**config.mk**
```make
export PLATFORM = sky130hd
export DESIGN_NAME = video_output_camera_sequencer_top
export DESIGN_NICKNAME = d
export VERILOG_FILES = /design/src/hdl/vocs_pkg.sv /design/src/hdl/video_output_camera_sequencer_top.sv
export VERILOG_INCLUDE_DIRS = /design/src /design/src/hdl
export SDC_FILE = /design/constraint.sdc
export NUM_CORES = 2
export LEC_CHECK = 0
export BUFFER_PORTS_ARGS = -buffer_cell sky130_fd_sc_hd__buf_2
export CAP_MARGIN = 20
export CELL_PAD_IN_SITES_DETAIL_PLACEMENT = 0
export CELL_PAD_IN_SITES_GLOBAL_PLACEMENT = 2
export CORE_ASPECT_RATIO = 1.25
export CORE_UTILIZATION = 45
export DETAILED_ROUTE_END_ITERATION = 10
export PLACE_DENSITY = 0.83
export SYNTH_ARGS = -nofsm -noshare
export SYNTH_HDL_FRONTEND = slang
export SYNTH_SLANG_ARGS = --single-unit
```
**constraint.sdc**
```tcl
create_clock -name clock -period 10.3 [get_ports clock]
set_clock_uncertainty 0.1 [all_clocks]
set_input_delay 0.515 -clock clock [delete_from_list [all_inputs] [get_ports clock]]
set_output_delay 0.515 -clock clock [all_outputs]
set_load 0.1 [all_outputs]
```
**src/hdl/video_output_camera_sequencer_top_macros.svh**
```systemverilog
// Assertion macros for the camera sequencer.
// Included by hdl/video_output_camera_sequencer_top.sv.
`ifndef VIDEO_OUTPUT_CAMERA_SEQUENCER_TOP_MACROS_SVH
`define VIDEO_OUTPUT_CAMERA_SEQUENCER_TOP_MACROS_SVH
// Implication checked on every clock edge outside reset.
`define VOCS_ASSERT_IMP(label, clk, rst, ante, cons, msg) \
   label: assert property (@(posedge clk) disable iff (rst) (ante) |-> (cons)) \
      else $error(msg);
// Next-cycle implication checked outside reset.
`define VOCS_ASSERT_NEXT(label, clk, rst, ante, cons, msg) \
   label: assert property (@(posedge clk) disable iff (rst) (ante) |=> (cons)) \
      else $error(msg);
`endif

```
**src/hdl/vocs_pkg.sv**
```systemverilog
// Package for the camera sequencer: constants, payload structs, state codes.
// No dependencies.
`timescale 1ns / 1ps
package vocs_pkg;
   localparam int NUM_CARDS_DEF   = 2;
   localparam int NUM_PORTS_DEF   = 4;
   localparam int NUM_CAMS_DEF    = 16;
   localparam int QUEUE_DEPTH_DEF = 16;
   localparam int MODE_PORTS      = 8;
   localparam logic [15:0] ACT_HOLD_RST  = 16'd3000;
   localparam logic [15:0] INIT_DWELL_RST = 16'd5000;
   localparam logic [9:0]  MS_PER_S       = 10'd1000;

   localparam logic [2:0] CMD_START  = 3'd0;
   localparam logic [2:0] CMD_TICK   = 3'd1;
   localparam logic [2:0] CMD_ADD    = 3'd2;
   localparam logic [2:0] CMD_STATUS = 3'd3;
   localparam logic [2:0] CMD_STOP   = 3'd4;

   localparam logic [1:0] MODE_SEQ = 2'd1;
   localparam logic [1:0] MODE_ACT = 2'd2;

   localparam logic [1:0] CSR_PORT_MODES = 2'd0;
   localparam logic [1:0] CSR_ACT_HOLD   = 2'd1;
   localparam logic [1:0] CSR_INIT_DWELL = 2'd2;

   typedef struct packed {
      logic [2:0]  command;
      logic [31:0] now_ms;
      logic        card;
      logic [3:0]  camera;
      logic        cam_active;
      logic [7:0]  dwell_s;
   } req_type;

   typedef struct packed {
      logic       out_card;
      logic [1:0] out_port;
      logic [3:0] out_camera;
      logic       switch_source;
      logic       last;
   } rsp_type;

   typedef enum logic [3:0] {
      ST_IDLE, ST_PORT, ST_WALK, ST_DWELL, ST_SWITCH, ST_ACT, ST_ADD_SCAN,
      ST_STOP, ST_EMIT, ST_FLUSH
   } state_type;
endpackage

```
**src/hdl/video_output_camera_sequencer_top.sv**
```systemverilog
// Camera sequencer top level: one sequencer that walks ports and cameras.
// Depends on vocs_pkg and video_output_camera_sequencer_top_macros.svh.
`timescale 1ns / 1ps
`include "video_output_camera_sequencer_top_macros.svh"
// Usage:
//  req_ channel: one command request (start, tick, add activity, camera status,
//  stop) per handshake, taken when req_valid is high and req_stall is low.
//  rsp_ channel: one result per port switch; the final switch of a tick has
//  last set. A tick that switches nothing produces no result.
//  csr_ channel: register writes by index (0 port modes, 1 activity hold,
//  2 initial dwell); write only while the block is idle.
//  Timing: the block handles one request at a time, stalling req_ meanwhile.
//  A tick visits every port in turn; a sequence port that is due counts the
//  active cameras in one pass, then walks the camera list one camera per cycle,
//  wrapping at most once, then passes through a dwell state for the dwell
//  multiply; add activity scans the queue one entry per cycle.
//  Each result waits in an output register; while rsp_stall is high the
//  sequencer holds until the register is free.
//  Reset: synchronous, active high; clears control state and per-port state.
//  No clearing pass is needed.
module video_output_camera_sequencer_top #(
   parameter int NUM_CARDS   = vocs_pkg::NUM_CARDS_DEF,
   parameter int NUM_PORTS   = vocs_pkg::NUM_PORTS_DEF,
   parameter int NUM_CAMS    = vocs_pkg::NUM_CAMS_DEF,
   parameter int QUEUE_DEPTH = vocs_pkg::QUEUE_DEPTH_DEF
) (
   input  logic              clock,
   input  logic              reset,
   input  logic              req_valid,
   output logic              req_stall,
   input  vocs_pkg::req_type req_data,
   output logic              rsp_valid,
   input  logic              rsp_stall,
   output vocs_pkg::rsp_type rsp_data,
   input  logic              csr_valid,
   output logic              csr_ready,
   input  logic [1:0]        csr_index,
   input  logic [15:0]       csr_data
);
   localparam int NP  = NUM_CARDS * NUM_PORTS;
   localparam int PW  = (NP > 1) ? $clog2(NP) : 1;
   localparam int CW  = (NUM_CARDS > 1) ? $clog2(NUM_CARDS) : 1;
   localparam int JW  = (NUM_PORTS > 1) ? $clog2(NUM_PORTS) : 1;
   localparam int MW  = (NUM_CAMS > 1) ? $clog2(NUM_CAMS) : 1;
   localparam int NCAM = NUM_CARDS * NUM_CAMS;
   localparam int XW  = (NCAM > 1) ? $clog2(NCAM) : 1;
   localparam int QW  = (QUEUE_DEPTH > 1) ? $clog2(QUEUE_DEPTH) : 1;
   localparam int FW  = $clog2(QUEUE_DEPTH + 1);
   localparam int WW  = $clog2(2 * NUM_CAMS + 1);
   localparam int NQ  = NUM_CARDS * QUEUE_DEPTH;
   localparam int AW  = (NQ > 1) ? $clog2(NQ) : 1;
   localparam int KW  = $clog2(NP + 1);
   localparam int CAMV = MW + 1;   // camera value plus a "none" flag bit

   // Registers and state
   vocs_pkg::state_type state_ff, state_in;
   vocs_pkg::req_type   req_ff, req_in;
   logic [15:0] modes_ff, modes_in, act_hold_ff, act_hold_in;
   logic [15:0] init_dwell_ff, init_dwell_in;
   logic [31:0] sw_time_ff [NP];
   logic [31:0] hold_ff [NP];
   logic [CAMV-1:0] cur_ff [NP];
   logic [NCAM-1:0] active_ff;
   logic [7:0] dwell_ff [NCAM];
   logic [MW-1:0] queue_mem [NQ];
   logic [FW-1:0] fill_ff [NUM_CARDS];
   logic [QW-1:0] head_ff [NUM_CARDS];
   logic running_ff, running_in;
   logic [PW-1:0] pidx_ff, pidx_in;
   logic [WW-1:0] wc_ff, wc_in;                   // walk step, 0..2*NUM_CAMS
   logic [MW:0] nact_ff, nact_in, seen_ff, seen_in; // active count, actives seen
   logic [CAMV-1:0] wcur_ff, wcur_in, first_ff, first_in;
   logic [MW-1:0] pick_ff, pick_in;
   logic [31:0] prod_ff;
   logic [KW-1:0] nres_ff, nres_in;
   logic [FW-1:0] scan_ff, scan_in;
   logic found_ff, found_in;
   vocs_pkg::rsp_type pend_ff, pend_in;   // result awaiting its last flag
   logic pend_v_ff, pend_v_in;
   vocs_pkg::rsp_type rsp_ff, rsp_in;
   logic rsp_v_ff, rsp_v_in;

   // Port-level controls from the sequencer to the state update
   typedef struct packed {
      logic start_all;
      logic stop_all;
      logic set_cur;
      logic seq_switch;
      logic act_switch;
      logic add_push;
      logic cam_write;
   } upd_type;
   upd_type upd;

   logic [CW-1:0] pcard;
   logic [CW-1:0] pcard_nx;
   logic [JW-1:0] pport;
   logic [1:0] pmode;
   logic [31:0] span;
   logic due_seq, due_act;
   logic [XW-1:0] wcam_idx;
   logic [MW-1:0] wcam;
   logic wact;
   logic [CW-1:0] rcard;
   logic [QW-1:0] qidx;
   logic [MW-1:0] qrd_ff;
   logic [AW-1:0] qaddr;
   logic push_ok;
   logic card_has_act;
   logic out_free;
   logic [CAMV-1:0] none_cam;

   assign none_cam  = {1'b1, {MW{1'b0}}};
   assign out_free  = !rsp_v_ff || !rsp_stall;
   assign req_stall = (state_ff != vocs_pkg::ST_IDLE);
   assign csr_ready = (state_ff == vocs_pkg::ST_IDLE) && !req_valid;
   assign rsp_valid = rsp_v_ff;
   assign rsp_data  = rsp_ff;

   // Current port decode
   always_comb begin
      pcard = CW'(32'(pidx_ff) / NUM_PORTS);
      pport = JW'(32'(pidx_ff) % NUM_PORTS);
      pmode = (32'(pidx_ff) < vocs_pkg::MODE_PORTS) ?
              2'(modes_ff >> (2 * 32'(pidx_ff))) : 2'd0;
      span  = req_ff.now_ms - sw_time_ff[pidx_ff];
      due_seq = (pmode == vocs_pkg::MODE_SEQ) && (span > hold_ff[pidx_ff]);
      due_act = (pmode == vocs_pkg::MODE_ACT) && (span > {16'd0, act_hold_ff});
      // first pass looks at wc_ff, the walk passes at wc_ff - NUM_CAMS
      wcam  = (32'(wc_ff) < NUM_CAMS) ? MW'(wc_ff) : MW'(32'(wc_ff) - NUM_CAMS);
      wcam_idx = XW'(32'(pcard) * NUM_CAMS + 32'(wcam));
      wact  = active_ff[wcam_idx];
      rcard = CW'(req_ff.card);
   end

   // Queue read address: activity pops use the port's card, adds scan the request card
   always_comb begin
      pcard_nx = CW'(32'(pidx_in) / NUM_PORTS);
      card_has_act = 1'b0;
      for (int j = 0; j < NUM_PORTS; j++) begin
         if ((32'(rcard) * NUM_PORTS + j) < vocs_pkg::MODE_PORTS &&
             2'(modes_ff >> (2 * (32'(rcard) * NUM_PORTS + j))) == vocs_pkg::MODE_ACT)
            card_has_act = 1'b1;
      end
      if (state_ff == vocs_pkg::ST_ADD_SCAN)
         qidx = QW'((32'(head_ff[rcard]) + 32'(scan_ff)) % QUEUE_DEPTH);
      else
         qidx = head_ff[pcard_nx];
      qaddr = AW'(32'((state_ff == vocs_pkg::ST_ADD_SCAN) ? rcard : pcard_nx)
                  * QUEUE_DEPTH + 32'(qidx));
   end

   // Sequencer
   always_comb begin
      state_in = state_ff;
      req_in = req_ff;
      pidx_in = pidx_ff;
      wc_in = wc_ff;
      nact_in = nact_ff;
      seen_in = seen_ff;
      wcur_in = wcur_ff;
      first_in = first_ff;
      pick_in = pick_ff;
      nres_in = nres_ff;
      scan_in = scan_ff;
      found_in = found_ff;
      pend_in = pend_ff;
      pend_v_in = pend_v_ff;
      rsp_in = rsp_ff;
      rsp_v_in = rsp_v_ff && rsp_stall;
      running_in = running_ff;
      push_ok = 1'b0;
      upd = '0;
      unique case (state_ff)
         vocs_pkg::ST_IDLE: begin
            if (req_valid) begin
               req_in = req_data;
               pidx_in = '0;
               scan_in = '0;
               found_in = 1'b0;
               nres_in = '0;
               pend_v_in = 1'b0;
               case (req_data.command)
                  vocs_pkg::CMD_START: begin
                     upd.start_all = 1'b1;
                     running_in = 1'b1;
                  end
                  vocs_pkg::CMD_TICK: begin
                     if (running_ff) state_in = vocs_pkg::ST_PORT;
                  end
                  vocs_pkg::CMD_ADD: begin
                     if (running_ff && 32'(req_data.card) < NUM_CARDS &&
                         32'(req_data.camera) < NUM_CAMS)
                        state_in = vocs_pkg::ST_ADD_SCAN;
                  end
                  vocs_pkg::CMD_STATUS: begin
                     if (32'(req_data.card) < NUM_CARDS &&
                         32'(req_data.camera) < NUM_CAMS)
                        upd.cam_write = 1'b1;
                  end
                  vocs_pkg::CMD_STOP: begin
                     upd.stop_all = 1'b1;
                     running_in = 1'b0;
                  end
                  default: ;
               endcase
            end
         end
         vocs_pkg::ST_PORT: begin
            wc_in = '0;
            nact_in = '0;
            seen_in = '0;
            wcur_in = cur_ff[pidx_ff];
            first_in = none_cam;
            if (32'(nres_ff) < NP && due_seq)
               state_in = vocs_pkg::ST_WALK;
            else if (32'(nres_ff) < NP && due_act && fill_ff[pcard] != '0)
               state_in = vocs_pkg::ST_ACT;
            else
               state_in = vocs_pkg::ST_SWITCH;
         end
         vocs_pkg::ST_WALK: begin
            // first pass counts actives, second pass walks
            if (32'(wc_ff) < NUM_CAMS) begin
               if (wact) nact_in = nact_ff + 1'b1;
               wc_in = wc_ff + 1'b1;
            end else if (nact_ff == '0 || 32'(wc_ff) >= 2 * NUM_CAMS) begin
               upd.set_cur = 1'b1;
               state_in = vocs_pkg::ST_SWITCH;
            end else begin
               wc_in = wc_ff + 1'b1;
               if (wact) begin
                  if (first_ff == none_cam) first_in = {1'b0, wcam};
                  if (wcur_ff == none_cam) begin
                     wcur_in = {1'b0, wcam};
                     pick_in = wcam;
                     upd.set_cur = 1'b1;
                     state_in = vocs_pkg::ST_DWELL;
                  end else if (wcur_ff == {1'b0, wcam}) begin
                     wcur_in = none_cam;
                     if (seen_ff + 1'b1 == nact_ff) wc_in = WW'(NUM_CAMS);
                  end
                  seen_in = seen_ff + 1'b1;
               end else if (wcur_ff == {1'b0, wcam}) begin
                  wcur_in = first_ff;
               end else begin
                  first_in = none_cam;
               end
            end
         end
         vocs_pkg::ST_DWELL: begin
            state_in = vocs_pkg::ST_EMIT;
         end
         vocs_pkg::ST_EMIT: begin
            // move a finished switch toward the output register
            if (prod_ff != '0 || req_ff.command != vocs_pkg::CMD_TICK) begin
               if (!pend_v_ff || out_free) begin
                  if (pend_v_ff) begin
                     rsp_in = pend_ff;
                     rsp_v_in = 1'b1;
                  end
                  pend_in = '{out_card: 1'(pcard), out_port: 2'(pport),
                              out_camera: 4'(wcur_ff), switch_source: 1'b0,
                              last: 1'b0};
                  pend_v_in = 1'b1;
                  nres_in = nres_ff + 1'b1;
                  upd.seq_switch = 1'b1;
                  state_in = vocs_pkg::ST_SWITCH;
               end
            end else begin
               state_in = vocs_pkg::ST_SWITCH;
            end
         end
         vocs_pkg::ST_ACT: begin
            if (!pend_v_ff || out_free) begin
               if (pend_v_ff) begin
                  rsp_in = pend_ff;
                  rsp_v_in = 1'b1;
               end
               pend_in = '{out_card: 1'(pcard), out_port: 2'(pport),
                           out_camera: 4'(qrd_ff), switch_source: 1'b1, last: 1'b0};
               pend_v_in = 1'b1;
               nres_in = nres_ff + 1'b1;
               upd.act_switch = 1'b1;
               state_in = vocs_pkg::ST_SWITCH;
            end
         end
         vocs_pkg::ST_SWITCH: begin
            if (32'(pidx_ff) == NP - 1) state_in = vocs_pkg::ST_FLUSH;
            else begin
               pidx_in = pidx_ff + 1'b1;
               state_in = vocs_pkg::ST_PORT;
            end
         end
         vocs_pkg::ST_FLUSH: begin
            if (!pend_v_ff) state_in = vocs_pkg::ST_IDLE;
            else if (out_free) begin
               rsp_in = pend_ff;
               rsp_in.last = 1'b1;
               rsp_v_in = 1'b1;
               pend_v_in = 1'b0;
               state_in = vocs_pkg::ST_IDLE;
            end
         end
         vocs_pkg::ST_ADD_SCAN: begin
            // one queued entry per cycle; the registered read data holds the entry at the previous index
            if (scan_ff != '0 && qrd_ff == req_ff.camera) found_in = 1'b1;
            if (scan_ff >= fill_ff[rcard]) begin
               push_ok = card_has_act && !found_in &&
                         32'(fill_ff[rcard]) < QUEUE_DEPTH;
               upd.add_push = push_ok;
               state_in = vocs_pkg::ST_IDLE;
            end else begin
               scan_in = scan_ff + 1'b1;
            end
         end
         default: state_in = vocs_pkg::ST_IDLE;
      endcase
      if (state_ff == vocs_pkg::ST_IDLE) begin
         // idle state keeps nothing pending
      end
   end

   // State register
   always_ff @(posedge clock) begin
      if (reset) begin
         state_ff <= vocs_pkg::ST_IDLE;
         running_ff <= 1'b0;
         rsp_v_ff <= 1'b0;
         pend_v_ff <= 1'b0;
      end else begin
         state_ff <= state_in;
         running_ff <= running_in;
         rsp_v_ff <= rsp_v_in;
         pend_v_ff <= pend_v_in;
      end
   end

   // Working registers
   always_ff @(posedge clock) begin
      req_ff <= req_in;
      pidx_ff <= pidx_in;
      wc_ff <= wc_in;
      nact_ff <= nact_in;
      seen_ff <= seen_in;
      wcur_ff <= wcur_in;
      first_ff <= first_in;
      pick_ff <= pick_in;
      nres_ff <= nres_in;
      scan_ff <= scan_in;
      found_ff <= found_in;
      pend_ff <= pend_in;
      rsp_ff <= rsp_in;
      // shared multiplier: dwell seconds to milliseconds
      prod_ff <= 32'(dwell_ff[XW'(32'(pcard) * NUM_CAMS + 32'(pick_ff))]) *
                 32'(vocs_pkg::MS_PER_S);
   end

   // Queue memory: registered read, single write
   always_ff @(posedge clock) begin
      qrd_ff <= queue_mem[qaddr];
      if (upd.add_push)
         queue_mem[AW'(32'(rcard) * QUEUE_DEPTH +
                   (32'(head_ff[rcard]) + 32'(fill_ff[rcard])) % QUEUE_DEPTH)]
            <= MW'(req_ff.camera);
   end

   // Configuration registers
   always_comb begin
      modes_in = modes_ff;
      act_hold_in = act_hold_ff;
      init_dwell_in = init_dwell_ff;
      if (csr_valid && csr_ready) begin
         unique case (csr_index)
            vocs_pkg::CSR_PORT_MODES: modes_in = csr_data;
            vocs_pkg::CSR_ACT_HOLD:   act_hold_in = csr_data;
            vocs_pkg::CSR_INIT_DWELL: init_dwell_in = csr_data;
            default: ;
         endcase
      end
   end

   // Per-port, per-camera and queue state
   always_ff @(posedge clock) begin
      if (reset) begin
         modes_ff <= '0;
         act_hold_ff <= vocs_pkg::ACT_HOLD_RST;
         init_dwell_ff <= vocs_pkg::INIT_DWELL_RST;
         active_ff <= '0;
         for (int p = 0; p < NP; p++) begin
            sw_time_ff[p] <= '0;
            hold_ff[p] <= {16'd0, vocs_pkg::INIT_DWELL_RST};
            cur_ff[p] <= {1'b1, {MW{1'b0}}};
         end
         for (int x = 0; x < NCAM; x++) dwell_ff[x] <= '0;
         for (int c = 0; c < NUM_CARDS; c++) begin
            fill_ff[c] <= '0;
            head_ff[c] <= '0;
         end
      end else begin
         modes_ff <= modes_in;
         act_hold_ff <= act_hold_in;
         init_dwell_ff <= init_dwell_in;
         if (csr_valid && csr_ready && csr_index == vocs_pkg::CSR_INIT_DWELL)
            for (int p = 0; p < NP; p++) hold_ff[p] <= {16'd0, csr_data};
         if (upd.start_all)
            for (int p = 0; p < NP; p++) sw_time_ff[p] <= req_data.now_ms;
         if (upd.stop_all) begin
            for (int p = 0; p < NP; p++) begin
               sw_time_ff[p] <= '0;
               cur_ff[p] <= {1'b1, {MW{1'b0}}};
            end
            for (int c = 0; c < NUM_CARDS; c++) begin
               fill_ff[c] <= '0;
               head_ff[c] <= '0;
            end
         end
         if (upd.cam_write) begin
            active_ff[XW'(32'(req_data.card) * NUM_CAMS + 32'(req_data.camera))]
               <= req_data.cam_active;
            dwell_ff[XW'(32'(req_data.card) * NUM_CAMS + 32'(req_data.camera))]
               <= req_data.dwell_s;
         end
         if (upd.set_cur) cur_ff[pidx_ff] <= wcur_in;
         if (upd.seq_switch) begin
            sw_time_ff[pidx_ff] <= req_ff.now_ms;
            hold_ff[pidx_ff] <= prod_ff;
         end
         if (upd.act_switch) begin
            sw_time_ff[pidx_ff] <= req_ff.now_ms;
            head_ff[pcard] <= QW'((32'(head_ff[pcard]) + 1) % QUEUE_DEPTH);
            fill_ff[pcard] <= fill_ff[pcard] - 1'b1;
         end
         if (upd.add_push) fill_ff[rcard] <= fill_ff[rcard] + 1'b1;
      end
   end

   // Checks
   `VOCS_ASSERT_IMP(a_rsp_hold, clock, reset, rsp_v_ff && rsp_stall && state_ff != vocs_pkg::ST_IDLE, rsp_v_in, "result dropped while stalled")
   `VOCS_ASSERT_IMP(a_fill_range, clock, reset, 1'b1, 32'(fill_ff[0]) <= QUEUE_DEPTH, "queue fill beyond depth")
   `VOCS_ASSERT_NEXT(a_idle_no_pend, clock, reset, state_ff == vocs_pkg::ST_FLUSH && state_in == vocs_pkg::ST_IDLE, !pend_v_ff, "pending result left behind")
   `VOCS_ASSERT_IMP(a_no_csr_busy, clock, reset, state_ff != vocs_pkg::ST_IDLE, !csr_ready, "config taken while busy")
endmodule
```
==> results_dict.tcl <==
set metrics [dict create \
    endpoint "state_ff[2]$_SDFFE_PP0P_" \
    area_growth_pct 11.6 \
    drv_slew 0 \
    ios 84 \
    timing.rr.start "pidx_ff[1]$_DFFE_PP_" \
    syn-num-nets 4346 \
    p_switching_mw 2.53 \
    core_um2 110000 \
    p_comb_share_pct 10.4 \
    cts_tree "yes" \
    hold_slack_ns 0.0861 \
    cp-startpoint "pidx_ff[1]$_DFFE_PP_" \
    grt_max_degree 65 \
    critPathKind "reg2reg" \
    worstMarginPinSlew_ns 1.20 \
    synth_ff_type "edfxtp_1" \
    die_area_um2 113000 \
    layout_setup_ws_ns 3.04 \
    critPathMaxFanout 32 \
    initial_core_util_pct 45.5 \
    violations "DRC" \
    power_mw 9.85 \
    required_ns 10.84 \
    ir_drop_mv 0.146 \
    die_w_um 301 \
    post_cts_buffers 0 \
    synth_top_area_cell "edfxtp_1" \
    grt.total_usage_pct 25.6 \
    grt_pass1_wl_um 215000 \
    cts-root-buf "clkbuf_16" \
    clockBufferDepth 3 \
    synthCells 4122 \
    power.clock.fraction_pct 39.5 \
    layout_min_cycle_time_ns 7.26 \
    relSlewSlack_pct 19.6 \
    synth-seq-area-share_pct 59.3 \
    share_seq_of_total_power_pct 50.1 \
    first_pass_iters 9 \
    clkTransAtPathRegs_ns 0.06 \
    antenna_found_initial 4 \
    ys_seq_elements 1033 \
    synth_top_area_share_pct 54.5 \
    worstHoldStart "req_data[12]" \
    hold_viol 0 \
    r2r_cells 20 \
    critical_path_arrival_ns 7.79 \
    grt_overflow_total 0 \
    hold_path_depth 1 \
    synth_edf_count 912 \
    post-route-period-util_pct 70.4 \
    ys_types 91 \
    power.density_nw_per_um2 175 \
    post_cts_resized 0 \
    end_kind "flop" \
    synthArstFlopShare_pct 0 \
    htreeDepth 3 \
    synth_mux_area_share_pct 6.35 \
    status "finished with violations" \
    r2r-end "state_ff[2]$_SDFFE_PP0P_" \
    power_leakage_nw 22.0 \
    first_iter_violations 2802 \
    dr_total_vias 33113 \
    die_y_um 376 \
    yosys-top-cells-area "edfxtp_1, dfxtp_1, mux4_2" \
    synth_xor_area_share_pct 1.38 \
    drive_gt1_share_pct 12.0 \
    drc 4 \
    clock-sinks 1033 \
    place_worst_setup_slack_ns 3.27 \
    synthSimpleGateAreaFrac_pct 13.4 \
    synth_adder_area_share_pct 4.15 \
    internal-power_mw 7.32 \
    synth-compound-area-share_pct 12.2 \
    hold_buffers 54 \
    grt_pass1_vias 33883 \
    p_sw_share_pct 25.7 \
    fmax_ghz 0.138 \
    cts_buffers 105 \
    synth_area_per_cell_um2 12.2 \
    routed_wl_um 144000 \
    hold_class "in2reg" \
    rsz0062_at_grt "no" \
    max_cap_violations 0 \
    clock_latency_ns 0.73 \
    gp_congestion 0.897 \
    synth_warnings 0 \
    dp_hpwl_um 93900 \
    via_per_inst 5.83 \
    antenna_left 0 \
    cp-start-kind "flop" \
    num_rows 136 \
    post-place-cells 5428 \
    netlist_area_um2 50300 \
    finalNonFillerCells 5683 \
    synth_top_family_by_area "simple AND/OR/NAND/NOR gates" \
    finalSetupViolCount 0 \
    portBuffers 83 \
    nets 4365 \
    nFillCells 9581 \
    reg2reg_slack_ns 3.04 \
    wl_per_cell_um 25.4 \
    fin_tns_setup_ns 0 \
]
layout make-up:
| type | count | area (um^2) | area share [%] |
|---|---|---|---|
| sequential | 1033 | 29800 | 53.1 |
| multi-input combinational | 2678 | 19100 | 34.0 |
| clock buffer | 134 | 2840 | 5.06 |
| tap | 1449 | 1810 | 3.23 |
| timing repair buffer | 204 | 1470 | 2.62 |
| clock inverter | 64 | 639 | 1.14 |
| inverter | 119 | 447 | 0.796 |
| antenna | 2 | 5.00 | 0.00892 |
flip-flops by register name, indices dropped and copies added (netlist names), 9 cells and up, named ones only:
name	flops
dwell_ff	256
sw_time_ff	256
hold_ff	144
queue_mem	128
cur_ff	40
req_ff	39
active_ff	32
act_hold_ff	16
modes_ff	16
prod_ff	15
fill_ff	10
rsp_data	9
layout by cell type, fill, tap and decap left out, types with 22 or more instances in the layout:
cell / count
clkbuf_16: 108
mux2i_1: 39
nor2_1: 270
a21oi_1: 112
dfxtp_1: 120
ha_1: 127
edfxtp_1: 912
nor2b_1: 24
nand2_1: 549
a221oi_1: 44
nand4_1: 22
nor3_1: 36
a21o_1: 239
a22o_1: 32
dlygate4sd3_1: 54
o21ai_0: 135
fa_1: 25
inv_1: 117
xnor2_1: 45
buf_4: 66
and4_1: 23
xor2_1: 34
mux4_2: 106
a22oi_1: 173
buf_2: 83
clkbuf_1: 22
nand3_1: 42
and3_1: 60
and2_1: 301
critical path, cell delays in order, from the launching register on:
cell      delay [ns]
edfxtp_1        0.62
nor2_1          0.21
and2_2          0.81
buf_4           0.57
a22oi_1         0.16
and3_1          0.25
ha_1            0.38
a21oi_1         0.20
a21boi_0        0.46
or3b_1          0.45
a21oi_1         0.37
xnor2_1         0.33
ha_1            0.36
a211oi_1        0.25
o211ai_1        0.12
o221ai_1        0.25
nand3_1         0.10
nor4_1          0.54
buf_4           0.27
o311ai_0        0.15
o211ai_1        0.17
cell families after synthesis:
group,Yosys count
DFF,1033
muxes,170
buffers and inverters,411
xor gates and xnor gates,79
adders and majority gates,152
and+or+nand+nor,1410
AOI/OAI and AO/OA,867
stage by stage:
stage	utilization, %	cell area (um^2)
2_1_floorplan	-	50300
3_3_place_gp	47.1	52100
3_5_place_dp	47.2	52100
4_1_cts	50.8	56100
5_1_grt	50.8	56100
6_report	50.8	56100
per-layer routing:
| layer | vias up | GRT usage [%] | routed length, um |
|---|---|---|---|
| li1 | 15267 | - | - |
| met1 | 16491 | 31.0 | 56400 |
| met2 | 1068 | 45.6 | 74100 |
| met3 | 285 | 2.98 | 7560 |
| met4 | 2 | 11.4 | 6210 |
| met5 | - | 0 | 12 |
Yosys cell counts (24+ instances only):
cell type and instances:
a21o_1 239, a21oi_1 113, a221oi_1 44, a22o_1 32, a22oi_1 173, and2_1 303
and3_1 61, buf_1 58, clkbuf_1 207, dfxtp_1 121, edfxtp_1 912, fa_1 25
ha_1 127, inv_1 119, mux2i_1 39, mux4_2 106, nand2_1 549, nand3_1 42
nor2_1 282, nor2b_1 24, nor3_1 42, o21ai_0 143, xnor2_1 45, xor2_1 34
power by group through the flow:
stage	combinational [mW]	sequential, mW	clock (mW)
2_1_floorplan	0.727	4.89	0
3_3_place_gp	1.00	5.02	0
3_5_place_dp	1.00	5.02	0
4_1_cts	1.03	4.93	3.95
5_1_grt	1.12	4.95	4.10
6_report	1.02	4.94	3.89
worst min-delay path by stage:
stage                            endpoint  slack [ns]
6_report             req_ff[12]$_DFFE_PP_        0.09
5_1_grt              req_ff[12]$_DFFE_PP_        0.07
4_1_cts              req_ff[12]$_DFFE_PP_        0.03
3_5_place_dp   hold_ff[5][0]$_SDFFE_PP0P_        0.34
3_3_place_gp   hold_ff[0][2]$_SDFFE_PP0P_        0.33
2_1_floorplan        pend_ff[8]$_DFFE_PP_        0.30
(Power assumes the default switching activity.)
